**config.mk**
```make
export PLATFORM = sky130hd
export DESIGN_NAME = hcb_code_acc
export DESIGN_NICKNAME = d
export VERILOG_FILES = /design/src/design/hcb_pkg.sv /design/src/design/hcb_code_acc.sv
export SDC_FILE = /design/constraint.sdc
export NUM_CORES = 1
export LEC_CHECK = 0
export ABC_AREA = 1
export BUFFER_PORTS_ARGS = -buffer_cell sky130_fd_sc_hd__buf_2
export CAP_MARGIN = 5
export CORE_MARGIN = 8
export CORE_UTILIZATION = 31
export DETAILED_ROUTE_END_ITERATION = 16
export PLACE_DENSITY_LB_ADDON = 0.12
export SLEW_MARGIN = 20
export SYNTH_ARGS = -nofsm -noshare
export SYNTH_HDL_FRONTEND = slang
export SYNTH_SLANG_ARGS = --single-unit
```
**constraint.sdc**
```tcl
create_clock -name clk -period 2.1 [get_ports clk]
set_input_delay 0.105 -clock clk [delete_from_list [all_inputs] [get_ports clk]]
set_output_delay 0.105 -clock clk [all_outputs]
set_load 0.03 [all_outputs]
```
**src/design/hcb_pkg.sv**
```systemverilog
`timescale 1ns / 1ps
// ----------------------------------------------------------------------------
// hcb_pkg
// Shared widths, request codes and control groups for the Huffman code builder.
// ----------------------------------------------------------------------------
package hcb_pkg;

  localparam int ALPHABET_SIZE = 256;
  localparam int FREQ_BITS     = 24;
  localparam int MAX_CODE_LEN  = 63;

  localparam int WEIGHT_BITS = 32;
  localparam int REQ_W       = 2;
  localparam int SYM_W       = 8;
  localparam int FREQ_W      = 24;
  localparam int LEN_W       = 6;
  localparam int BITS_W      = 63;
  localparam int COUNT_W     = 9;

  typedef enum logic [REQ_W-1:0] {
    REQ_LOAD  = 2'd0,
    REQ_BUILD = 2'd1,
    REQ_QUERY = 2'd2
  } req_t;

  // Control of the two-lowest tracker
  typedef struct packed {
    logic clear;
    logic take;
  } pick_ctrl_t;

  typedef struct packed {
    logic a_valid;
    logic b_valid;
  } pick_stat_t;

  // Control of the code path accumulator
  typedef struct packed {
    logic start;
    logic step;
    logic branch;
  } acc_ctrl_t;

endpackage

```
**src/design/hcb_code_acc.sv**
```systemverilog
`timescale 1ns / 1ps
// ----------------------------------------------------------------------------
// hcb_code_acc
// Collects branch bits while walking from a leaf to the root, clamps the
// length and right-aligns the code.
// ----------------------------------------------------------------------------
module hcb_code_acc #(
  parameter int DEPTH_BITS   = 9,
  parameter int MAX_CODE_LEN = hcb_pkg::MAX_CODE_LEN
) (
  input  logic                           clk,
  input  hcb_pkg::acc_ctrl_t             ctrl,
  output logic [hcb_pkg::LEN_W-1:0]      len,
  output logic [hcb_pkg::BITS_W-1:0]     bits
);

  localparam int CW = (DEPTH_BITS > hcb_pkg::LEN_W) ? DEPTH_BITS : hcb_pkg::LEN_W + 1;

  logic [DEPTH_BITS-1:0]     depth;
  logic [MAX_CODE_LEN-1:0]   path;
  logic [CW-1:0]             depth_x;
  logic [hcb_pkg::LEN_W-1:0] shamt;

  // branch nearest the root ends up in the top bit of path
  always_ff @(posedge clk) begin
    if (ctrl.start) begin
      depth <= '0;
      path  <= '0;
    end else if (ctrl.step) begin
      depth <= depth + 1'b1;
      path  <= {ctrl.branch, path[MAX_CODE_LEN-1:1]};
    end
  end

  always_comb begin
    depth_x = CW'(depth);
    len     = (depth_x < CW'(MAX_CODE_LEN)) ? hcb_pkg::LEN_W'(depth_x)
                                            : hcb_pkg::LEN_W'(MAX_CODE_LEN);
    shamt   = hcb_pkg::LEN_W'(MAX_CODE_LEN) - len;
    bits    = hcb_pkg::BITS_W'(path) >> shamt;
  end

endmodule

```
# Word level (Yosys, flattened, before mapping)
# Index checks and enable logic that the tools add are counted.
# classes
n_addsub	2
n_mul	0
n_div	0
magnitude_cmp	1
eq_ne	0
shift	1
n_mux	1
bitwise	0
reduce_logical	0
# op_table
operator	n
$shr 63x6->63	1
$add 9x1->9 const B	1
$lt 9x6->1 const B	1
$mux 6	1
$sub 6x6->6 const A	1
# word_totals
regBits	72
latchBits	0
ramBits	0
rom_bits	0
input_bits	4
output_inout_bits	69
wordCells	7
memories	0

# Depth between registers and ports, before layout
# Gate-level depths: netlist of the first run.
# depth
word_depth	4
ltp_mapped	14
mapped_depth_nobuf	13

# Least setup slack after synthesis of the first run
# Ideal clock, no wire load.
# synth_timing
path_kind	register to output
from	register depth[2]
to	output port bits[61] (netlist bit)
t_arrival_ns	2.027
required_time_ns	1.995
setup_slack_ns	-0.032
stages_incl_launch_ff	11
n_path_buf	2
path_cell_list	dfxtp_1 nand2_1 nor2_1 nand3_1 nand3_2 buf_4 buf_4 nand2_1 nor2_1 nand2_1 nor3_1
# synth_via
elab_chain_cells	4
# synth_rtl
element	line	rtl
from (decl)	hcb_code_acc.sv:19	logic [DEPTH_BITS-1:0] depth;
from (signal assigned)	hcb_code_acc.sv:30	depth <= depth + 1'b1;
$lt 9x6->1	hcb_code_acc.sv:37	len = (depth_x < CW'(MAX_CODE_LEN)) ? hcb_pkg::LEN_W'(depth_x)
$mux 6 *	hcb_code_acc.sv:37	
$sub 6x6->6 *	hcb_code_acc.sv:39	shamt = hcb_pkg::LEN_W'(MAX_CODE_LEN) - len;
$shr 63x6->63 *	hcb_code_acc.sv:40	bits = hcb_pkg::BITS_W'(path) >> shamt;
to (decl)	hcb_code_acc.sv:14	output logic [hcb_pkg::BITS_W-1:0] bits
# Mark *: on every way between the ends. The rest lies on a longest branch, timed or not.

# Worst setup path after layout of the first run
# layout_timing
from	register depth[8]
to	output port bits[0] (netlist bit)
# layout_via
elab_chain_cells	4
# layout_rtl
element	line
$lt 9x6->1	hcb_code_acc.sv:37
$mux 6	hcb_code_acc.sv:37
$sub 6x6->6	hcb_code_acc.sv:39
$shr 63x6->63	hcb_code_acc.sv:40
# No other way between the ends.

==> flow_summary.toml, run 1 <==
[pwr]
combPwrFrac_pct = 33.8
seqPwrFrac_pct = 32.3
p_sw_share_pct = 36.41
p_sw_uw = 1693
cellLeakagePower_uw = 0.004792
internal-power_uw = 2957
ir_drop_v = 0.0003777
p_clk_share_pct = 33.8
p_total_uw = 4650
powerDensity_nw_per_um2 = 449.0

[synth]
synth_area_leader_cell = "nand3_1"
synth_seq_cells = 72
synth.area.top_cells = "nand3_1 26%, nand2_1 22%, dfxtp_1 20%, o21ai_0 5.6%, nand4_1 4.8%"
synth_area_um2 = 7147
seq_area_frac_synth_pct = 20.17
synth_top_family_by_area = "simple AND/OR/NAND/NOR gates"
synth_compound_area_share_pct = 10.68
synth_nets = 1349
yosys.area_share.simple_pct = 57.74
synthAdderAreaFrac_pct = 0.1751
syn_avg_cell_area_um2 = 5.318
ys_warn_count = 0
yosys.area_share.xor_xnor_pct = 0
synthCells = 1344
synth_mux_area_share_pct = 0
synth_top_area_share_pct = 25.70
synth.distinct_cells = 27

[sta]
timing.slew.headroom_pct = 59.98
fin_skew_ps = 11.11
drv_slew = 0
setup_slack_ps = -371.7
finalSetupViolCount = 65
period_share_pct = 117.7
timing.final.crit_period_ps = 2472
rsz0062_at_grt = "true"
fin_hold_ws_ps = 82.10
final_hold_viol_count = 0
worstMarginPinSlew_ps = 600.4
max_freq_mhz = 404.6

[drt]
num_vias = 9490
ant_nets = 0
drt-total-wl_um = 30160
post_drt_wl_per_cell_um = 17.55
avgViaCountPerCell = 5.521
first_pass_iters = 5
drt-initial-drc-count = 959
drc = 0

[grt]
grt_usage_pct = 20.76
antenna_found_initial = 0
grt_pass1_vias = 8712
grt_max_degree = 71
grt_use_met2_pct = 33.73
grt_remaining_overflow = 0
top_usage_layer = "met2"
use_met1_pct = 27.71
grt_pass1_wl_um = 47960
globalRouteMet3Util_pct = 2.736

[critical_path]
crit_buf_inv = 4
startpoint_type = "flop"
worstPathArrival_ps = 2370
r2r-start = "depth[0]"
path_cells = "nor2_4 -> nand3_4 -> buf_12 -> buf_16 -> nand2_1 -> o21ai_0 -> buf_4 -> nand2_4 -> nand3_2 -> nand2_1 -> nand2_1 -> nand3_1 -> nand3_1 -> nand2_2 -> buf_6"
critPathTopFamily = "simple AND/OR/NAND/NOR gates"
cp_slowest_cell = "dfxtp_2"
r2r_cells = 9
r2r_end = "depth[8]"
r2r_slack_ps = 350
max_stage_delay_ps = 350
cp_max_fo = 18
crit_required_ps = 2000
cp-end-kind = "output pin"
worstSetupPathType = "reg2out"
cpMostUsedCell = "nand2_1"

[clock_tree]
htreeDepth = 3
clock_latency_ps = 350
clockRootBuffer = "clkbuf_16"
path_clk_slew_ps = 60
clk_path_buf_depth = 2
cts_tree = "yes"
cts_buffers = 9
cts.sinks = 72

[finish]
finalNetCount = 1434
final_design_area_no_fill_um2 = 10360
nFillCells = 2395
fin_cells = 1719
utilization_pct = 45.75
multi_input_area_um2 = 5962
drive_gt1_share_pct = 30.13
regArea_um2 = 1449
final_common_cell = "nand2_1"
antenna_cells = 0
syn_to_final_growth_pct = 44.92
final_cell_mix = "368 x nand2_1, 235 x nand3_1, 127 x nand3_2"

[placement]
port_buffers = 72
placed_area_um2 = 8368
gp_congestion = 0.9148
dp_hpwl_um = 21030
dp.cells = 1686

[job]
cap_violations = 0

[floorplan]
die_area_um2 = 28170
core_area_um2 = 22640
ios = 73
initial_utilization_pct = 31.57
rows = 55
dieHeight_um = 167.8
dieWidth_um = 167.8

[outcome]
violations = "setup timing"
status = "complete, but fails checks"

[min_path]
min_to = "path[62]"
whs_path_depth = 3
min_path_type = "in2reg"
worstHoldStart = "ctrl[0]"
## through the flow
| step | setup TNS, ps | worst slack (ps) |
|---|---|---|
| after floorplan | -57.44 | -19.15 |
| after global placement | -2481 | -111.0 |
| after detailed placement | -2595 | -114.8 |
| after CTS | -18970 | -355.5 |
| after global routing | -26350 | -486.6 |
| final | -18270 | -371.7 |
## per-layer routing
layer,up-vias,wire length (um)
met5,-,0
met3,57,1696
met2,292,14050
met1,4448,13360
li1,4693,-
met4,0,1053
## final cells by class
cell class	instances	share of cell area [%]
multi-input combinational	1078	57.56
timing repair buffer	187	19.09
sequential	72	13.99
tap	285	3.443
inverter	81	3.032
clock buffer	11	2.344
clock inverter	5	0.5436
## how the worst max path moves through the flow
stage	from	to	slack, ps	depth (start not counted)
global placement	depth[8]	bits[3]	-110	11
floorplan	depth[2]	bits[56]	-20	8
detailed placement	depth[8]	bits[0]	-110	11
finish	depth[8]	bits[0]	-370	15
CTS	depth[7]	bits[15]	-360	13
global route	depth[8]	bits[41]	-490	13
## synthesized netlist by cell type
cell type / instances
and3_1: 1
nor3_1: 9
or2_2: 1
nor3_4: 1
dfxtp_1: 72
a21oi_2: 1
nand2_2: 1
o21ai_0: 80
inv_1: 76
a21oi_1: 60
nand2_1: 423
clkbuf_1: 54
buf_2: 39
nand3_1: 367
buf_4: 7
buf_1: 13
nand4_1: 55
inv_2: 3
nand3_2: 2
or2_0: 1
clkinv_1: 2
a31oi_1: 1
o21ai_1: 8
nor2_2: 3
nor2_1: 62
o21a_1: 1
ha_1: 1
## what timing repair did
action | CTS | global route
setup buffers | 7 | 2
endpoints found under the hold margin | 1 | 0
pin swaps | 16 | 10
hold buffers | 1 | 0
cloned | 7 | 1
resized for setup | 211 | 149
endpoints found under the setup margin | 65 | 65
## worst reg2reg max path, cell delays in order (launching register included)
cell and delay (ps):
dfxtp_2 350, buf_4 110, ha_1 170, nand3_1 110, nor2_1 180, nand2_1 90
nor3_1 260, nand2_1 120, o21ai_0 190, a21oi_1 50
## registers in the layout (all words and copies together) (netlist names)
signal	flops
depth	9
path	63
## logic make-up after synthesis
kind of cell	count (synthesis)
and+or+nand+nor	926
buffers and inverters	194
AOI/OAI and AO/OA	151
DFF	72
adders and majority gates	1
## power by group through the flow
| stage | registers [uW] | clock network (uW) | logic [uW] |
|---|---|---|---|
| finish | 1500 | 1570 | 1570 |
| global route | 1510 | 1680 | 1740 |
| CTS | 1500 | 1620 | 1440 |
| detailed placement | 1530 | 0 | 1300 |
| global placement | 1530 | 0 | 1300 |
| floorplan | 1520 | 0 | 933 |
No activity file was read; power rests on OpenSTA's default activity.
==> run 2, diff against run 1 <==
ABC_AREA = unset   (was 1)
==> flow_summary.toml, run 2 <==
[drt]
drt-initial-drc-count = 1094
avgViaCountPerCell = 5.955
drc = 0
drt-total-wl_um = 46070
num_vias = 10800
post_drt_wl_per_cell_um = 25.40
ant_nets = 0
first_pass_iters = 5

[floorplan]
core_area_um2 = 25180
dieWidth_um = 176.3
die_area_um2 = 31070
dieHeight_um = 176.3
rows = 58
initial_utilization_pct = 31.63
ios = 73

[min_path]
min_path_type = "in2reg"

[synth]
synthCells = 1073
synth.area.top_cells = "dfxtp_1 18%, mux2i_1 18%, nor2_1 7.5%, nand2_1 5.1%, mux2_2 4.4%"
synth_edf_count = 0
ys_async_sr_fraction_pct = 0
synth_area_um2 = 7964
synth_ff_type = "dfxtp_1"
seq_area_frac_synth_pct = 18.10
synth_top_area_share_pct = 18.10
ys_warn_count = 0
synthMostInstantiatedCell = "nor2_1"
synth_seq_cells = 72
synthTopCellsByCount = "160 x nor2_1, 142 x mux2i_1, 109 x nand2_1"
synth_area_leader_cell = "dfxtp_1"
synth_nets = 1078
syn_avg_cell_area_um2 = 7.422
synth.distinct_cells = 71

[clock_tree]
path_clk_slew_ps = 70
cts.sinks = 72
clockRootBuffer = "clkbuf_16"
cts_tree = "yes"
htreeDepth = 3
clock_latency_ps = 360
clk_path_buf_depth = 2
cts_buffers = 9

[critical_path]
cp_max_fo = 14
cp_slowest_cell = "dfxtp_4"
max_stage_delay_ps = 360
worstPathArrival_ps = 2930
startpoint_type = "flop"
crit_required_ps = 2000
cp-end-kind = "output pin"
path_cells = "nor4_4 -> buf_4 -> buf_12 -> inv_16 -> mux2i_2 -> mux2i_2 -> buf_4 -> a221oi_4 -> a22o_1 -> nor2_2 -> buf_6"
worstSetupPathType = "reg2out"

[pwr]
p_sw_share_pct = 35.88
combPwrFrac_pct = 39.9
internal-power_uw = 3145
ir_drop_v = 0.0003012
p_sw_uw = 1760
cellLeakagePower_uw = 0.006355
powerDensity_nw_per_um2 = 325.3
p_clk_share_pct = 31.9
seqPwrFrac_pct = 28.1

[sta]
drv_slew = 0
rsz0062_at_grt = "true"
final_hold_viol_count = 0
period_share_pct = 144.3
max_freq_mhz = 329.9
setup_slack_ps = -931.1
timing.final.crit_period_ps = 3031
timing.slew.headroom_pct = 66.14
finalSetupViolCount = 65
worstMarginPinSlew_ps = 507.1
fin_skew_ps = 6.838
fin_hold_ws_ps = 190.8

[placement]
dp_hpwl_um = 33590
gp_congestion = 0.9635
dp.cells = 1732
placed_area_um2 = 11660
port_buffers = 72

[finish]
nFillCells = 2170
multi_input_area_um2 = 7951
finalNetCount = 1484
regArea_um2 = 1455
final_design_area_no_fill_um2 = 15080
final_common_cell = "buf_4"
antenna_cells = 0
utilization_pct = 59.87
regMostFlops = "path"
final_cell_mix = "344 x buf_4, 121 x nor2_1, 119 x buf_6"
fin_cells = 1814
drive_gt1_share_pct = 59.70
largest_reg_flops = 63
reg_top3 = "path (63), depth (9)"
syn_to_final_growth_pct = 89.32

[grt]
grt_pass1_wl_um = 66440
antenna_found_initial = 1
grt_pass1_vias = 10430
grt_usage_pct = 27.77
grt_remaining_overflow = 0
grt_max_degree = 73

[outcome]
violations = "setup timing"
status = "complete, but fails checks"

[job]
cap_violations = 0
==> run 2: changes by cell type in the layout (fill, tap and decap cells not counted), moves of 24 or more <==
cell,previous run,this run
nand2_1,368,82
buf_4,111,344
nand3_1,235,18
nand3_2,127,7
mux2i_1,0,109
buf_6,36,119
inv_1,75,3
nor2_1,54,121
nand4_1,55,1
o21ai_0,71,20
a21oi_1,60,21
nand2_2,50,21
mux2_2,0,24
==> run 2: critical path: cells and delay by family, from the launching register on <==
kind,cells,cell delay (ps)
simple gates,2,380
buf+inv,5,690
mux,2,520
flops,1,360
compound gates,2,590
==> run 2: per-layer routing <==
metal	global-route usage (%)	up-vias	part of all wire (%)
met1	35.29	5293	41
met2	46.25	550	47
met5	0	-	0.030
met3	4.508	137	7.6
met4	10.91	2	4.5
li1	-	4820	-
==> run 2: timing repair <==
item,4_1_cts,5_1_grt
gates resized for setup,321,270
setup buffers,24,45
endpoints found under the setup margin,67,68
gates cloned,5,5
endpoints found under the hold margin,1,0
pin swaps,58,94
hold buffers,1,0
==> run 2: final timing paths <==
kind	endpoint	slack, ps	from	depth (start not counted)
worst max-delay path	bits[7]	-930	depth[7]	11
worst min register to register	path[0]	510	path[0]	2
worst max register to register	depth[7]	80	depth[2]	8
worst min-delay path	path[60]	190	ctrl[1]	3
==> run 2: logic make-up after synthesis <==
kind of cell               share of synthesized area (%)
muxes                                              25.94
adders and majority gates                         0.1571
and+or+nand+nor                                    20.49
AOI/OAI and AO/OA                                  27.01
DFF                                                18.10
xor gates and xnor gates                          0.8797
buffers and inverters                              7.431
==> run 2: power by group through the flow <==
| stage | logic [uW] | clock network, uW | registers, uW |
|---|---|---|---|
| after global placement | 1350 | 0 | 1410 |
| after floorplan | 743 | 0 | 1410 |
| final | 1960 | 1570 | 1380 |
| after detailed placement | 1350 | 0 | 1410 |
| after global routing | 2020 | 1670 | 1380 |
| after CTS | 1630 | 1610 | 1380 |
==> run 2: through the flow <==
step | setup TNS (ps) | setup slack (ps) | total power, uW
2_1_floorplan | -18840 | -484.7 | 2153
3_3_place_gp | -36230 | -784.1 | 2763
3_5_place_dp | -35870 | -827.2 | 2758
4_1_cts | -48040 | -940.7 | 4627
5_1_grt | -52720 | -1005 | 5070
6_report | -47670 | -931.1 | 4905
==> run 2: area by class of cell <==
class / instances / share of cell area (%)
Clock inverter: 7 / 0.4232
Clock buffer: 9 / 1.494
Inverter: 10 / 0.4481
Multi-Input combinational cell: 870 / 52.74
Tap cell: 330 / 2.739
Sequential cell: 72 / 9.651
Timing Repair Buffer: 516 / 32.51
