### src/design/hcb_pkg.sv
`timescale 1ns / 1ps
// ----------------------------------------------------------------------------
// hcb_pkg
// Shared widths, request codes and control groups for the Huffman code builder.
// ----------------------------------------------------------------------------
package hcb_pkg;

  localparam int ALPHABET_SIZE = 256;
  localparam int FREQ_BITS     = 24;
  localparam int MAX_CODE_LEN  = 63;

  localparam int WEIGHT_BITS = 32;
  localparam int REQ_W       = 2;
  localparam int SYM_W       = 8;
  localparam int FREQ_W      = 24;
  localparam int LEN_W       = 6;
  localparam int BITS_W      = 63;
  localparam int COUNT_W     = 9;

  typedef enum logic [REQ_W-1:0] {
    REQ_LOAD  = 2'd0,
    REQ_BUILD = 2'd1,
    REQ_QUERY = 2'd2
  } req_t;

  // Control of the two-lowest tracker
  typedef struct packed {
    logic clear;
    logic take;
  } pick_ctrl_t;

  typedef struct packed {
    logic a_valid;
    logic b_valid;
  } pick_stat_t;

  // Control of the code path accumulator
  typedef struct packed {
    logic start;
    logic step;
    logic branch;
  } acc_ctrl_t;

endpackage

### src/design/hcb_pick2.sv
`timescale 1ns / 1ps
// ----------------------------------------------------------------------------
// hcb_pick2
// Shared compare/add unit: tracks the two lowest live nodes of a scan, lower
// index first on ties, and forms their saturated sum.
// ----------------------------------------------------------------------------
module hcb_pick2 #(
  parameter int NODE_BITS = 9
) (
  input  logic                               clk,
  input  logic                               rst,
  input  hcb_pkg::pick_ctrl_t                ctrl,
  input  logic [NODE_BITS-1:0]               in_idx,
  input  logic [hcb_pkg::WEIGHT_BITS-1:0]    in_weight,
  input  logic                               in_alive,
  output hcb_pkg::pick_stat_t                stat,
  output logic [NODE_BITS-1:0]               a_idx,
  output logic [hcb_pkg::WEIGHT_BITS-1:0]    a_weight,
  output logic [NODE_BITS-1:0]               b_idx,
  output logic [hcb_pkg::WEIGHT_BITS-1:0]    b_weight,
  output logic [hcb_pkg::WEIGHT_BITS-1:0]    sum_weight
);

  logic                             a_valid;
  logic                             b_valid;
  logic [hcb_pkg::WEIGHT_BITS:0]    sum_full;

  always_ff @(posedge clk) begin
    if (rst || ctrl.clear) begin
      a_valid <= 1'b0;
      b_valid <= 1'b0;
    end else if (ctrl.take && in_alive) begin
      // strict compares keep the earlier index on equal weights
      if (!a_valid || in_weight < a_weight) begin
        b_valid  <= a_valid;
        b_idx    <= a_idx;
        b_weight <= a_weight;
        a_valid  <= 1'b1;
        a_idx    <= in_idx;
        a_weight <= in_weight;
      end else if (!b_valid || in_weight < b_weight) begin
        b_valid  <= 1'b1;
        b_idx    <= in_idx;
        b_weight <= in_weight;
      end
    end
  end

  assign stat.a_valid = a_valid;
  assign stat.b_valid = b_valid;

  assign sum_full   = {1'b0, a_weight} + {1'b0, b_weight};
  assign sum_weight = sum_full[hcb_pkg::WEIGHT_BITS] ? '1
                                                     : sum_full[hcb_pkg::WEIGHT_BITS-1:0];

endmodule

### config.mk
export PLATFORM = sky130hd
export DESIGN_NAME = hcb_pick2
export DESIGN_NICKNAME = d
export VERILOG_FILES = /design/src/design/hcb_pkg.sv /design/src/design/hcb_pick2.sv
export SDC_FILE = /design/constraint.sdc
export NUM_CORES = 1
export LEC_CHECK = 0
export BUFFER_PORTS_ARGS = -buffer_cell sky130_fd_sc_hd__buf_2
export CAP_MARGIN = 20
export CORE_MARGIN = 3
export CORE_UTILIZATION = 30
export DETAILED_ROUTE_END_ITERATION = 6
export PLACE_DENSITY = 0.55
export SYNTH_ARGS = -nofsm -noshare
export SYNTH_HDL_FRONTEND = slang
export SYNTH_SLANG_ARGS = --single-unit
### constraint.sdc
create_clock -name clk -period 5.6 [get_ports clk]
set_input_delay 0.56 -clock clk [delete_from_list [all_inputs] [get_ports clk]]
set_output_delay 0.56 -clock clk [all_outputs]
set_load 0.02 [all_outputs]
---- Yosys cells after proc, flatten, opt, wreduce, memory -nomap -nowiden ----
Index checks and enable logic that the tools add are counted.
word-level totals
  register bits ........................... 84
  input port bits ......................... 46
cells by class
  add/sub/neg operators ................... 1
  $lt $le $gt $ge ......................... 2
  multiplexer cells ....................... 7
  bitwise operators ....................... 1
  reductions and logical operators ........ 11
operator list
  cell                         count
  2-to-1 mux 32 bit            3
  less-than comparator 32 bit  2
  adder 32 x 32 -> 33 bit      1
  2-to-1 mux 9 bit             2
  AND reduction 3 bit          2
  AND reduction 2 bit          2
  logical OR 1 bit             3
  logical NOT 1 bit            2
  2-to-1 mux 1 bit             2
  nonzero test 2 bit           1
  logical AND 1 bit            1
  NOT 1 bit                    1

---- Depth between registers and ports, before layout ----
Gate-level depths: netlist of the first run.
  depth in word-level cells ............... 4
  mapped depth ............................ 12
  gate-level depth less buffers ........... 10

---- Worst setup path after synthesis of the first run ----
Ideal clock, no wire load.
  path type ............................... input port to flip-flop
  from .................................... input port in_weight[9] in the netlist's numbering
  to ...................................... register b_idx[0] (enable)
  arrival time ............................ 4.434 ns
  setup slack ............................. 0.702 ns
  cell stages on the path ................. 10
  cells stage by stage .................... ha_1 > a21o_1 > a21o_1 > a21o_1 > a211oi_1 > o21ai_0 > a21oi_1 > o21bai_2 > buf_2 > a31oi_1
between the ends
  longest elaborated chain between the ends .. 4
  elaborated cells between the ends (all ways) .. 6
  those cells by class .................... 2 x order compare; 4 x reduce/logical
ends and longest elaborated chain
  what                                            line                              text
  start: declaration                              hcb_pick2.sv:14                   input logic [hcb_pkg::WEIGHT_BITS-1:0] in_weight,
  less-than comparator 32 bit (on tied branches)  hcb_pick2.sv:34, hcb_pick2.sv:41
  logical OR 1 bit (on tied branches)             hcb_pick2.sv:34, hcb_pick2.sv:41
  nonzero test 2 bit (no line) *                  n/a
  AND reduction 3 bit (no line) *                 n/a
  end signal: assignment                          hcb_pick2.sv:36                   b_idx <= a_idx;
  end signal: assignment                          hcb_pick2.sv:43                   b_idx <= in_idx;
  end: declaration                                hcb_pick2.sv:19                   output logic [NODE_BITS-1:0] b_idx,
Mark *: on every way between the ends. The rest lies on a longest branch, timed or not.
A chain may end at the register's enable or synchronous reset.

---- Final worst setup path of the first run ----
  from .................................... register a_weight[0] in the netlist's numbering
  to ...................................... output port sum_weight[7] in the netlist's numbering
between the ends
  longest elaborated chain between the ends .. 2
ends and longest elaborated chain
  what                      line             text
  start: declaration        hcb_pick2.sv:18  output logic [hcb_pkg::WEIGHT_BITS-1:0] a_weight,
  start signal: assignment  hcb_pick2.sv:40  a_weight <= in_weight;
  adder 32 x 32 -> 33 bit   hcb_pick2.sv:52  assign sum_full = {1'b0, a_weight} + {1'b0, b_weight};
  2-to-1 mux 32 bit         hcb_pick2.sv:53  assign sum_weight = sum_full[hcb_pkg::WEIGHT_BITS] ? '1
  end: declaration          hcb_pick2.sv:21  output logic [hcb_pkg::WEIGHT_BITS-1:0] sum_weight
Every way passes these cells.

==> summary.md, run 1 <==
| Metric | Value |
|---|---|
| Status | `finished clean` |
| Netlist Area Pre-Place | `0.00641 mm2` |
| Syn_nets | `between 700 and 800` |
| Clk_lat worst skew | `0.35 ns` |
| Largest net degree at the start of global routing | `31` |
| Hold Slack | `0.401 ns` |
| Cts repair resizes | `0` |
| Reg2reg path depth | `11` |
| DRC viols | `0` |
| Power share of the sequential group | `a little under half` |
| Post-CTS Setup Inserts | `0` |
| Net Sw Frac | `a little over a quarter` |
| Hold Fails Final Rpt | `0` |
| Worst setup SP type | `flop` |
| Cells after Synth | `599` |
| All-Layer GR Usage | `15.2%` |
| Power Internal | `1140 uW` |
| Slew @ Worst Pin | `0.859 ns` |
| Psw | `411 uW` |
| Die H | `roughly 150 um` |
| Vias in the first global route | `about 5000` |
| Fin. max-slew vios | `0` |
| Worst Skew | `0.00834 ns` |
| # diodes | `0` |
| First-pass GRT wire length | `roughly 28000 um` |
| CTS root buffer | `clkbuf_16` |
| RR Endpoint | `b_weight[11]$_DFFE_PP_` |
| Fraction of registers with async set/reset | `0%` |
| Slowest cell delay on critical path | `~0.46 ns` |
| Worst slack, placed | `1.54 ns` |
| Drt first-iter violations | `209` |
| Fmax | `0.237 GHz` |
| Yosys cell types | `62` |
| Top FF cell, synth | `edfxtp_1` |
| Vias | `5077` |
| Cell area after placement | `0.00754 mm2` |
| Area of the multi-input gates | `about 0.0036 mm2` |
| Maximum fanout along the worst path | `30` |
| CTS Hold Bufs | `0` |
| Worst hold path type | `in2reg` |
| GRT Max-Usage Layer | `met2` |
| Clock sink count | `84` |
| Post-synth EDFFs | `82` |
| GR Util met2 | `24.3%` |
| Filler Cell Count | `~2100` |
| Pleak | `0.00355 uW` |
| Synthesis Warnings | `0` |
| IO Port Bufs | `~160` |
| Critical path's top delay family | `compound AO/OA/AOI/OAI gates` |
| Worst-case clock buffer depth | `2` |
| Setup_tns | `0 ns` |
| Register area | `roughly 0.0025 mm2` |
| Synthesis-to-finish area growth | `22.2%` |
| Unrepaired setup endpoints after global routing | `false` |
| Worst path depth | `11` |
| Ordered list of cells on the worst path | `ha_1 -> fa_1 -> a21oi_1 -> o211ai_2 -> nand4b_1 -> o211ai_2 -> o21ai_4 -> a31o_2 -> o31a_4 -> o21ai_0 -> buf_2` |
| Num rows | `between 50 and 60` |
| Worst reg2reg startpoint | `a_weight[9]$_DFFE_PP_` |
| Initial Util | `between 30% and 40%` |
| Comb pwr share | `between 15 and 20%` |
| RePlAce Congestion | `roughly 0.83` |
| CP max-delay cell | `o31a_4` |
| I/O pin cnt | `162` |
| Worst EP arrival | `3.66 ns` |
| Power share of the clock group | `between 30% and 40%` |
| Clock transition at path regs | `roughly 0.070 ns` |
| Layout cells sized above 1 | `33.2%` |
| VDD IR-drop max | `between 0.0001 and 0.00015 V` |
| TritonRoute pass-1 iters | `4` |
| Routed len/inst | `17.0 um` |
| HPWL after DPL | `14200 um` |
| DIE AREA | `0.0231 mm2` |
| Setup violations, final | `0` |
| CP most frequent cell | `o211ai_2` |
| CTS tree | `done` |
| Hold-critical path depth | `2` |
| Post-route ant nets | `0` |
| Max-cap violations | `0` |
| PwrDens | `just under 200 mW/mm2` |
| CP Capture Point | `sum_weight[7]` |
| Critical path type | `reg2out` |
| Die W | `152 um` |
| Slew HR | `42.7%` |
| Final WL | `17700 um` |
| Setup ws final | `about 1.4 ns` |
| Placed instance count | `1024` |
| Final cell count without fillers | `between 1000 and 1500` |
| Flop and latch count out of synthesis | `84` |
| GR Util met1 | `between 20% and 30%` |
| Syn Area/Cell | `10.7 um2` |
| Worst setup EP type | `primary output` |
| Seq/Total Area, Yosys | `39.1%` |
| Total congestion overflow | `0` |
| Initial antenna violation count | `0` |
| Final critical-path share of the clock period | `75.3%` |
| Nets | `906` |
| Crit path time final | `4.22 ns` |
| Met3 global-route usage | `under 10%` |
| Flop-to-flop setup slack | `1.91 ns` |
| Core area | `0.0206 mm2` |
| Total CTS buffers | `9` |
| Critical Path Start | `a_weight[0]$_DFFE_PP_` |
| Via-to-Cell Ratio | `4.88` |
| Buf/Inv on CP | `1` |
| H-tree depth | `3` |
| Final design area excluding fillers | `0.00783 mm2` |
| Critical Path RT | `around 5.0 ns` |
==> per-layer routing <==
layer	part of all wire (%)	up-vias	wire length [um]
met5	0	-	0
met2	46	126	8180
met3	4.9	14	867
met1	48	2393	8420
li1	-	2544	-
met4	1.4	0	244
==> cell usage in the layout, fill, tap and decap left out, drive strengths merged, types with 3 or more instances in the layout <==
cell type / n
a21boi: 3
a21o: 19
nor2: 22
nand2: 43
ha: 94
mux2: 41
xor2: 9
inv: 74
mux2i: 3
nand2b: 9
o211ai: 7
or3: 4
a21oi: 44
o21ai: 31
nor3: 8
and3: 5
o21a: 5
o21bai: 3
clkbuf: 10
edfxtp: 82
nand4: 10
buf: 164
nand3: 8
a211oi: 7
a31oi: 8
xnor2: 14
nor2b: 7
==> worst register-to-register path: cells and delay by family (launching register included) <==
kind	cells	cell delay, ns
AO/OA/AOI/OAI	8	2.34
buffers and inverters	2	0.36
adder cells (fa/ha/maj)	1	0.24
flip-flops	1	0.44
==> through the flow <==
stage	util (%)	power, uW
6_report	38.0	1550
5_1_grt	38.0	1630
4_1_cts	38.0	1580
3_5_place_dp	36.6	967
3_3_place_gp	36.6	965
2_1_floorplan	-	876
==> power by group through the flow <==
stage	clock network (uW)	registers (uW)	logic, uW
floorplan	0	734	142
global placement	0	724	241
detailed placement	0	724	243
CTS	628	710	244
global route	650	712	269
finish	601	710	241
==> state kept, by name, indices dropped and copies added (netlist names) <==
| name | cells |
|---|---|
| b_valid | 1 |
| b_idx | 9 |
| a_idx | 9 |
| a_weight | 32 |
| b_weight | 32 |
| a_valid | 1 |
==> Yosys cell counts, types with 9 or more instances <==
master | n | share of area, %
mux2_2 | 41 | 7.2
nand2b_1 | 9 | 0.88
nor2_1 | 22 | 1.3
nand4_1 | 10 | 0.98
a21oi_1 | 43 | 3.4
xor2_1 | 9 | 1.2
nand2_2 | 20 | 2.0
nand2_1 | 23 | 1.3
o21ai_0 | 28 | 2.2
a21o_1 | 19 | 2.2
inv_1 | 73 | 4.3
ha_1 | 94 | 18
xnor2_1 | 14 | 1.9
edfxtp_1 | 82 | 38
==> final cells by class <==
class                   count  area share (%)
flip-flops and latches     84            31.9
clock inverters             6           0.815
multi-input cells         433            45.8
repair buffers            164            10.7
inverters                  73            3.50
clock buffers              10            2.92
well taps                 270            4.31
==> worst min path at each step <==
| stage | startpoint | end |
|---|---|---|
| finish | rst | b_valid$_SDFFE_PP0P_ |
| detailed placement | a_idx[3]$_DFFE_PP_ | b_idx[3]$_DFFE_PP_ |
| CTS | rst | b_valid$_SDFFE_PP0P_ |
| global placement | a_idx[7]$_DFFE_PP_ | b_idx[7]$_DFFE_PP_ |
| global route | in_idx[5] | a_idx[5]$_DFFE_PP_ |
| floorplan | b_valid$_SDFFE_PP0P_ | b_valid$_SDFFE_PP0P_ |
==> cell families (layout without fill, tap and decap cells) <==
group | count (synthesis) | count (layout) | share of synthesized area, %
compound gates | 145 | 145 | 15.6
simple gates | 126 | 126 | 10.4
fa+ha+maj | 95 | 95 | 18.7
flops | 84 | 84 | 39.1
buf+inv | 82 | 253 | 5.47
mux | 44 | 44 | 7.67
xor+xnor | 23 | 23 | 3.14
(Power assumes the default switching activity.)
==> inputs of run 2 (changes only) <==
Clock period 5.6 ns to 4 ns, I/O delays scaled along.
==> run 2 against run 1 <==
Core utilization grew 0.40 points. Critical endpoint is now sum_weight[29]. Sequential power grew 40%. Largest power group unchanged. Flip-flop and latch count is the same. Cell count grew 0.38%. Critical path type unchanged. First-iteration DRC count shrank 10%. Setup slack lost 1.1 ns. Total power grew 44%. Largest cell class unchanged.
==> summary.md, run 2 (same netlist as run 1, synthesis figures left out) <==
| Metric | Value |
|---|---|
| CTS root buffer | `clkbuf_16` |
| Clock sink count | `84` |
| Vias | `between 5000 and 6000` |
| Num rows | `52` |
| First-pass GRT wire length | `27800 um` |
| Fin util | `38.4%` |
| Core area | `just over 0.02 mm2` |
| Routed len/inst | `16.6 um` |
| Worst EP arrival | `3.35 ns` |
| Drt first-iter violations | `188` |
| Critical path's top delay family | `compound AO/OA/AOI/OAI gates` |
| Via-to-Cell Ratio | `between 4 and 5` |
| Slew @ Worst Pin | `0.562 ns` |
| Critical Path RT | `3.60 ns` |
| Status | `finished clean` |
| Slowest cell delay on critical path | `0.45 ns` |
| TritonRoute pass-1 iters | `5` |
| Top flop regs | `a_weight (32), b_weight (32)` |
| CP most frequent cell | `o211ai_2` |
| Setup ws final | `roughly 0.25 ns` |
| Total congestion overflow | `0` |
| Largest net degree at the start of global routing | `39` |
| Worst Skew | `0.00872 ns` |
| Hold Fails Final Rpt | `0` |
| Critical path type | `reg2out` |
| Worst setup SP type | `flop` |
| Layout cells sized above 1 | `33.6%` |
| HPWL after DPL | `13800 um` |
| Final critical-path share of the clock period | `93.8%` |
| Max-cap violations | `0` |
| Final design area excluding fillers | `0.00792 mm2` |
| Nets | `a little over 900` |
| Worst setup EP type | `primary output` |
| H-tree depth | `3` |
| VDD IR-drop max | `0.000180 V` |
| CTS Hold Bufs | `0` |
| Clock transition at path regs | `0.06 ns` |
| Worst-case clock buffer depth | `2` |
| DRC viols | `0` |
| Initial antenna violation count | `0` |
| Pleak | `0.00358 uW` |
| Fmax | `between 0.2 and 0.3 GHz` |
| Synthesis-to-finish area growth | `23.5%` |
| Total CTS buffers | `9` |
| Post-route ant nets | `0` |
| Die W | `152 um` |
| Vias in the first global route | `5154` |
| Most common cell after layout, fill and taps aside | `buf_2` |
| Die H | `152 um` |
| RePlAce Congestion | `between 0.8 and 0.9` |
| Buf/Inv on CP | `2` |
| Setup violations, final | `0` |
| CTS tree | `done` |
| Slew HR | `a little over three fifths` |
| Maximum fanout along the worst path | `12` |
| Worst slack, placed | `0.399 ns` |
| Most frequent cells in the layout | `buf_2 (161), ha_1 (94), edfxtp_1 (82)` |
| Worst hold path type | `in2reg` |
| Initial Util | `31.1%` |
| # diodes | `0` |
| DIE AREA | `0.0231 mm2` |
| All-Layer GR Usage | `14.8%` |
| Final WL | `17300 um` |
| I/O pin cnt | `162` |
| CP max-delay cell | `fa_1` |
| Crit path time final | `3.75 ns` |
| Fin. max-slew vios | `0` |
| IO Port Bufs | `around 160` |
| Clk_lat worst skew | `0.35 ns` |
| PwrDens | `282 mW/mm2` |
| Cell area after placement | `0.00757 mm2` |
| Ordered list of cells on the worst path | `ha_1 -> fa_1 -> a21oi_4 -> o211ai_2 -> nand4b_1 -> o211ai_2 -> o21ai_4 -> a31o_2 -> o31a_4 -> buf_4 -> nand3_1 -> buf_2` |
[run 2: cell count changes in the layout (fill, tap and decap cells not counted), sizes merged]
| cell | change |
|---|---|
| clkinv | +1 |
| clkinvlp | -1 |
| buf | +4 |
| inv | -1 |
| bufinv | +1 |
[run 2: timing repair]
| item | CTS | global route |
|---|---|---|
| buffers inserted | 0 | 2 |
| endpoints found under the setup margin | 0 | 24 |
| gates resized for setup | 0 | 3 |
[run 2: where the power goes]
part	leakage (uW)	total [uW]	switching, uW	internal (uW)
clock	0.000150	899	352	547
sequential	0.000761	994	12.9	981
combinational	0.00267	342	205	137
total	0.00358	2230	569	1670
[run 2: metal layers]
metal | vias to the layer above | GRT usage, % | part of all wire (%)
li1 | 2553 | - | -
met5 | - | 0 | 0
met1 | 2349 | 20.6 | 49
met2 | 116 | 23.4 | 46
met3 | 9 | 2.78 | 4.5
met4 | 0 | 4.62 | 0.79
[run 2: worst paths after layout]
path,start,to,slack (ns),cells after the start
hold / removal,rst,b_valid$_SDFFE_PP0P_,0.24,2
hold reg to reg,a_idx[5]$_DFFE_PP_,b_idx[5]$_DFFE_PP_,0.58,1
setup reg to reg,a_weight[9]$_DFFE_PP_,b_weight[11]$_DFFE_PP_,0.82,11
setup / recovery,a_weight[0]$_DFFE_PP_,sum_weight[29],0.25,12
[run 2: area by class of cell]
class                   instances  area (um2)
inverters                      73         274
fillers                      2085       12700
clock buffers                  10         229
clock inverters                 6        88.8
flip-flops and latches         84        2500
multi-input cells             433        3600
well taps                     270         338
repair buffers                168         887
[run 2: worst reg2reg max path, cell delays in order, from the launching register on]
cell,delay [ns]
edfxtp_1,0.40
inv_1,0.06
ha_1,0.30
a21o_1,0.17
a21o_1,0.17
a21o_1,0.17
a211oi_1,0.21
o21ai_0,0.12
a21oi_1,0.46
o21bai_4,0.19
a31oi_4,0.29
buf_12,0.28
[run 2: stage by stage]
step	total power (uW)	setup TNS, ns	std cells	hold slack (ns)
floorplan	1230	0	599	0.477
global placement	1350	0	1026	0.560
detailed placement	1360	0	1026	0.563
CTS	2270	0	1042	0.216
global route	2340	-0.00299	1044	0.224
finish	2230	0	1044	0.238
==> inputs of run 3 (changes only) <==
Settings changed: CORE_UTILIZATION 30 to 55, PLACE_DENSITY 0.55 to 0.87, SETUP_SLACK_MARGIN from default to 0.4.
==> run 3 against run 2 <==
Register-to-register slack got worse by 0.15 ns. Global-route usage up 12 points. Flip-flop and latch count unchanged. Combinational power grew 5%. Non-clock buffer count increased by 19. Count of clock-buffer cells in the layout shrank 1. Highest routed layer unchanged.
==> summary.md, run 3 (same netlist as run 1, synthesis figures left out) <==
| Metric | Value |
|---|---|
| PwrDens | `276 mW/mm2` |
| Hold Slack | `0.244 ns` |
| Via-to-Cell Ratio | `5.99` |
| Total congestion overflow | `0` |
| Fmax | `0.282 GHz` |
| Unrepaired setup endpoints after global routing | `false` |
| Status | `finished clean` |
| Core area | `roughly 0.011 mm2` |
| Cell area after placement | `~0.0074 mm2` |
| PnR Total Power | `2200 uW` |
| Clock sink count | `84` |
| Total CTS buffers | `9` |
| I/O pin cnt | `roughly 160` |
| Worst Skew | `around 0.0043 ns` |
| Worst hold path endpoint | `a_idx[6]$_DFFE_PP_` |
| Worst-case clock buffer depth | `2` |
| Worst slack, placed | `between 0.4 and 0.5 ns` |
| Die W | `between 100 and 150 um` |
| Most common cell after layout, fill and taps aside | `buf_2` |
| Worst setup SP type | `flop` |
| TritonRoute pass-1 iters | `5` |
| Vias in the first global route | `5645` |
| Pleak | `0.00369 uW` |
| Setup_tns | `0 ns` |
| CTS root buffer | `clkbuf_16` |
| Most frequent cells in the layout | `buf_2 (161), ha_1 (88), edfxtp_1 (82)` |
| Post-route ant nets | `0` |
| Worst EP arrival | `around 3.2 ns` |
| Setup ws final | `approximately 0.45 ns` |
| IO Port Bufs | `161` |
| Final critical-path share of the clock period | `approximately nine tenths` |
| HP Start | `in_idx[6]` |
| Vias | `between 5000 and 6000` |
| Setup violations, final | `0` |
| All-Layer GR Usage | `between 20% and 30%` |
| Top flop regs | `a_weight (32), b_weight (32)` |
| Final design area excluding fillers | `0.00796 mm2` |
| Worst hold path type | `in2reg` |
| Nets | `930` |
| Synthesis-to-finish area growth | `24.3%` |
| Slew HR | `46.2%` |
| Die H | `114 um` |
| Initial Util | `a little under three fifths` |
| VDD IR-drop max | `0.000315 V` |
| Critical path type | `reg2out` |
| Initial antenna violation count | `1` |
| Final WL | `18000 um` |
| Drt first-iter violations | `401` |
| Flop-to-flop setup slack | `~0.67 ns` |
| Routed len/inst | `19.2 um` |
| Slew @ Worst Pin | `0.804 ns` |
| HPWL after DPL | `roughly 14000 um` |
| Fin. max-slew vios | `0` |
| Reg2reg path depth | `11` |
| Clk_lat worst skew | `0.34 ns` |
| Worst setup EP type | `primary output` |
| Layout cells sized above 1 | `36.3%` |
| Hold Fails Final Rpt | `0` |
| DRC viols | `0` |
| RR Endpoint | `b_weight[30]$_DFFE_PP_` |
| First-pass GRT wire length | `between 20000 and 30000 um` |
| Maximum fanout along the worst path | `4` |
| Max-cap violations | `0` |
| CTS Hold Bufs | `0` |
| Num rows | `38` |
| Crit path time final | `about 3.5 ns` |
| CTS tree | `done` |
| Worst reg2reg startpoint | `a_weight[20]$_DFFE_PP_` |
| Hold-critical path depth | `1` |
| H-tree depth | `3` |
| DIE AREA | `0.0130 mm2` |
| Critical Path RT | `3.60 ns` |
| RePlAce Congestion | `0.896` |
| Largest net degree at the start of global routing | `26` |
| Clock transition at path regs | `0.06 ns` |
==> run 3: changes by cell type in the layout (fill, tap and decap cells not counted), moves of 2 or more <==
cell and delta:
a21oi_2 +2, inv_6 +2, ha_1 -6, buf_4 +20, ha_4 +5
==> run 3: power by group <==
group	switching, uW	total, uW	internal, uW	leakage, uW
Clock	358	847	489	0.000148
Sequential	13.7	994	981	0.000761
Combinational	213	359	146	0.00279
==> run 3: per-layer routing <==
layer | part of all wire (%) | GRT usage [%] | wire, um
met3 | 7.3 | 5.20 | 1320
met5 | 0 | 0 | 0
met2 | 51 | 47.0 | 9110
met4 | 2.1 | 8.47 | 379
met1 | 40 | 33.3 | 7150
==> run 3: critical path, stage by stage, from the launching register on <==
cell	delay [ns]
edfxtp_1	0.45
ha_1	0.33
a211oi_2	0.31
o31ai_4	0.13
o311a_1	0.34
o41a_1	0.45
o21ai_1	0.18
a31oi_1	0.13
xnor2_1	0.25
nand2_2	0.08
buf_2	0.16
==> run 3: final cells by class <==
cell class                 instances  area, um2
antenna                            1       2.50
timing repair buffer             187       1030
fill                             830       3160
inverter                          73        274
multi-input combinational        434       3680
tap                              140        175
clock buffer                       9        225
sequential                        84       2500
clock inverter                     6       72.6
==> run 3: how the worst max path moves through the flow <==
stage,start,cells after the start,to
4_1_cts,b_weight[0]$_DFFE_PP_,12,sum_weight[28]
2_1_floorplan,a_weight[9]$_DFFE_PP_,11,b_idx[0]$_DFFE_PP_
5_1_grt,b_weight[4]$_DFFE_PP_,10,sum_weight[29]
6_report,b_weight[1]$_DFFE_PP_,10,sum_weight[17]
3_3_place_gp,a_weight[0]$_DFFE_PP_,12,sum_weight[18]
3_5_place_dp,a_weight[0]$_DFFE_PP_,12,sum_weight[18]
==> run 3: what timing repair did <==
action / CTS / global route
gates cloned: 1 / 0
gates resized for setup: 3 / 8
setup endpoints to repair: 32 / 22
pin swaps: 2 / 3
setup buffers: 4 / 16
==> run 3: per-stage QoR <==
step / cells / utilization [%]
floorplan: 599 / -
finish: 934 / 71.6
global placement: 897 / 66.5
detailed placement: 897 / 66.5
CTS: 917 / 69.8
global route: 934 / 71.6
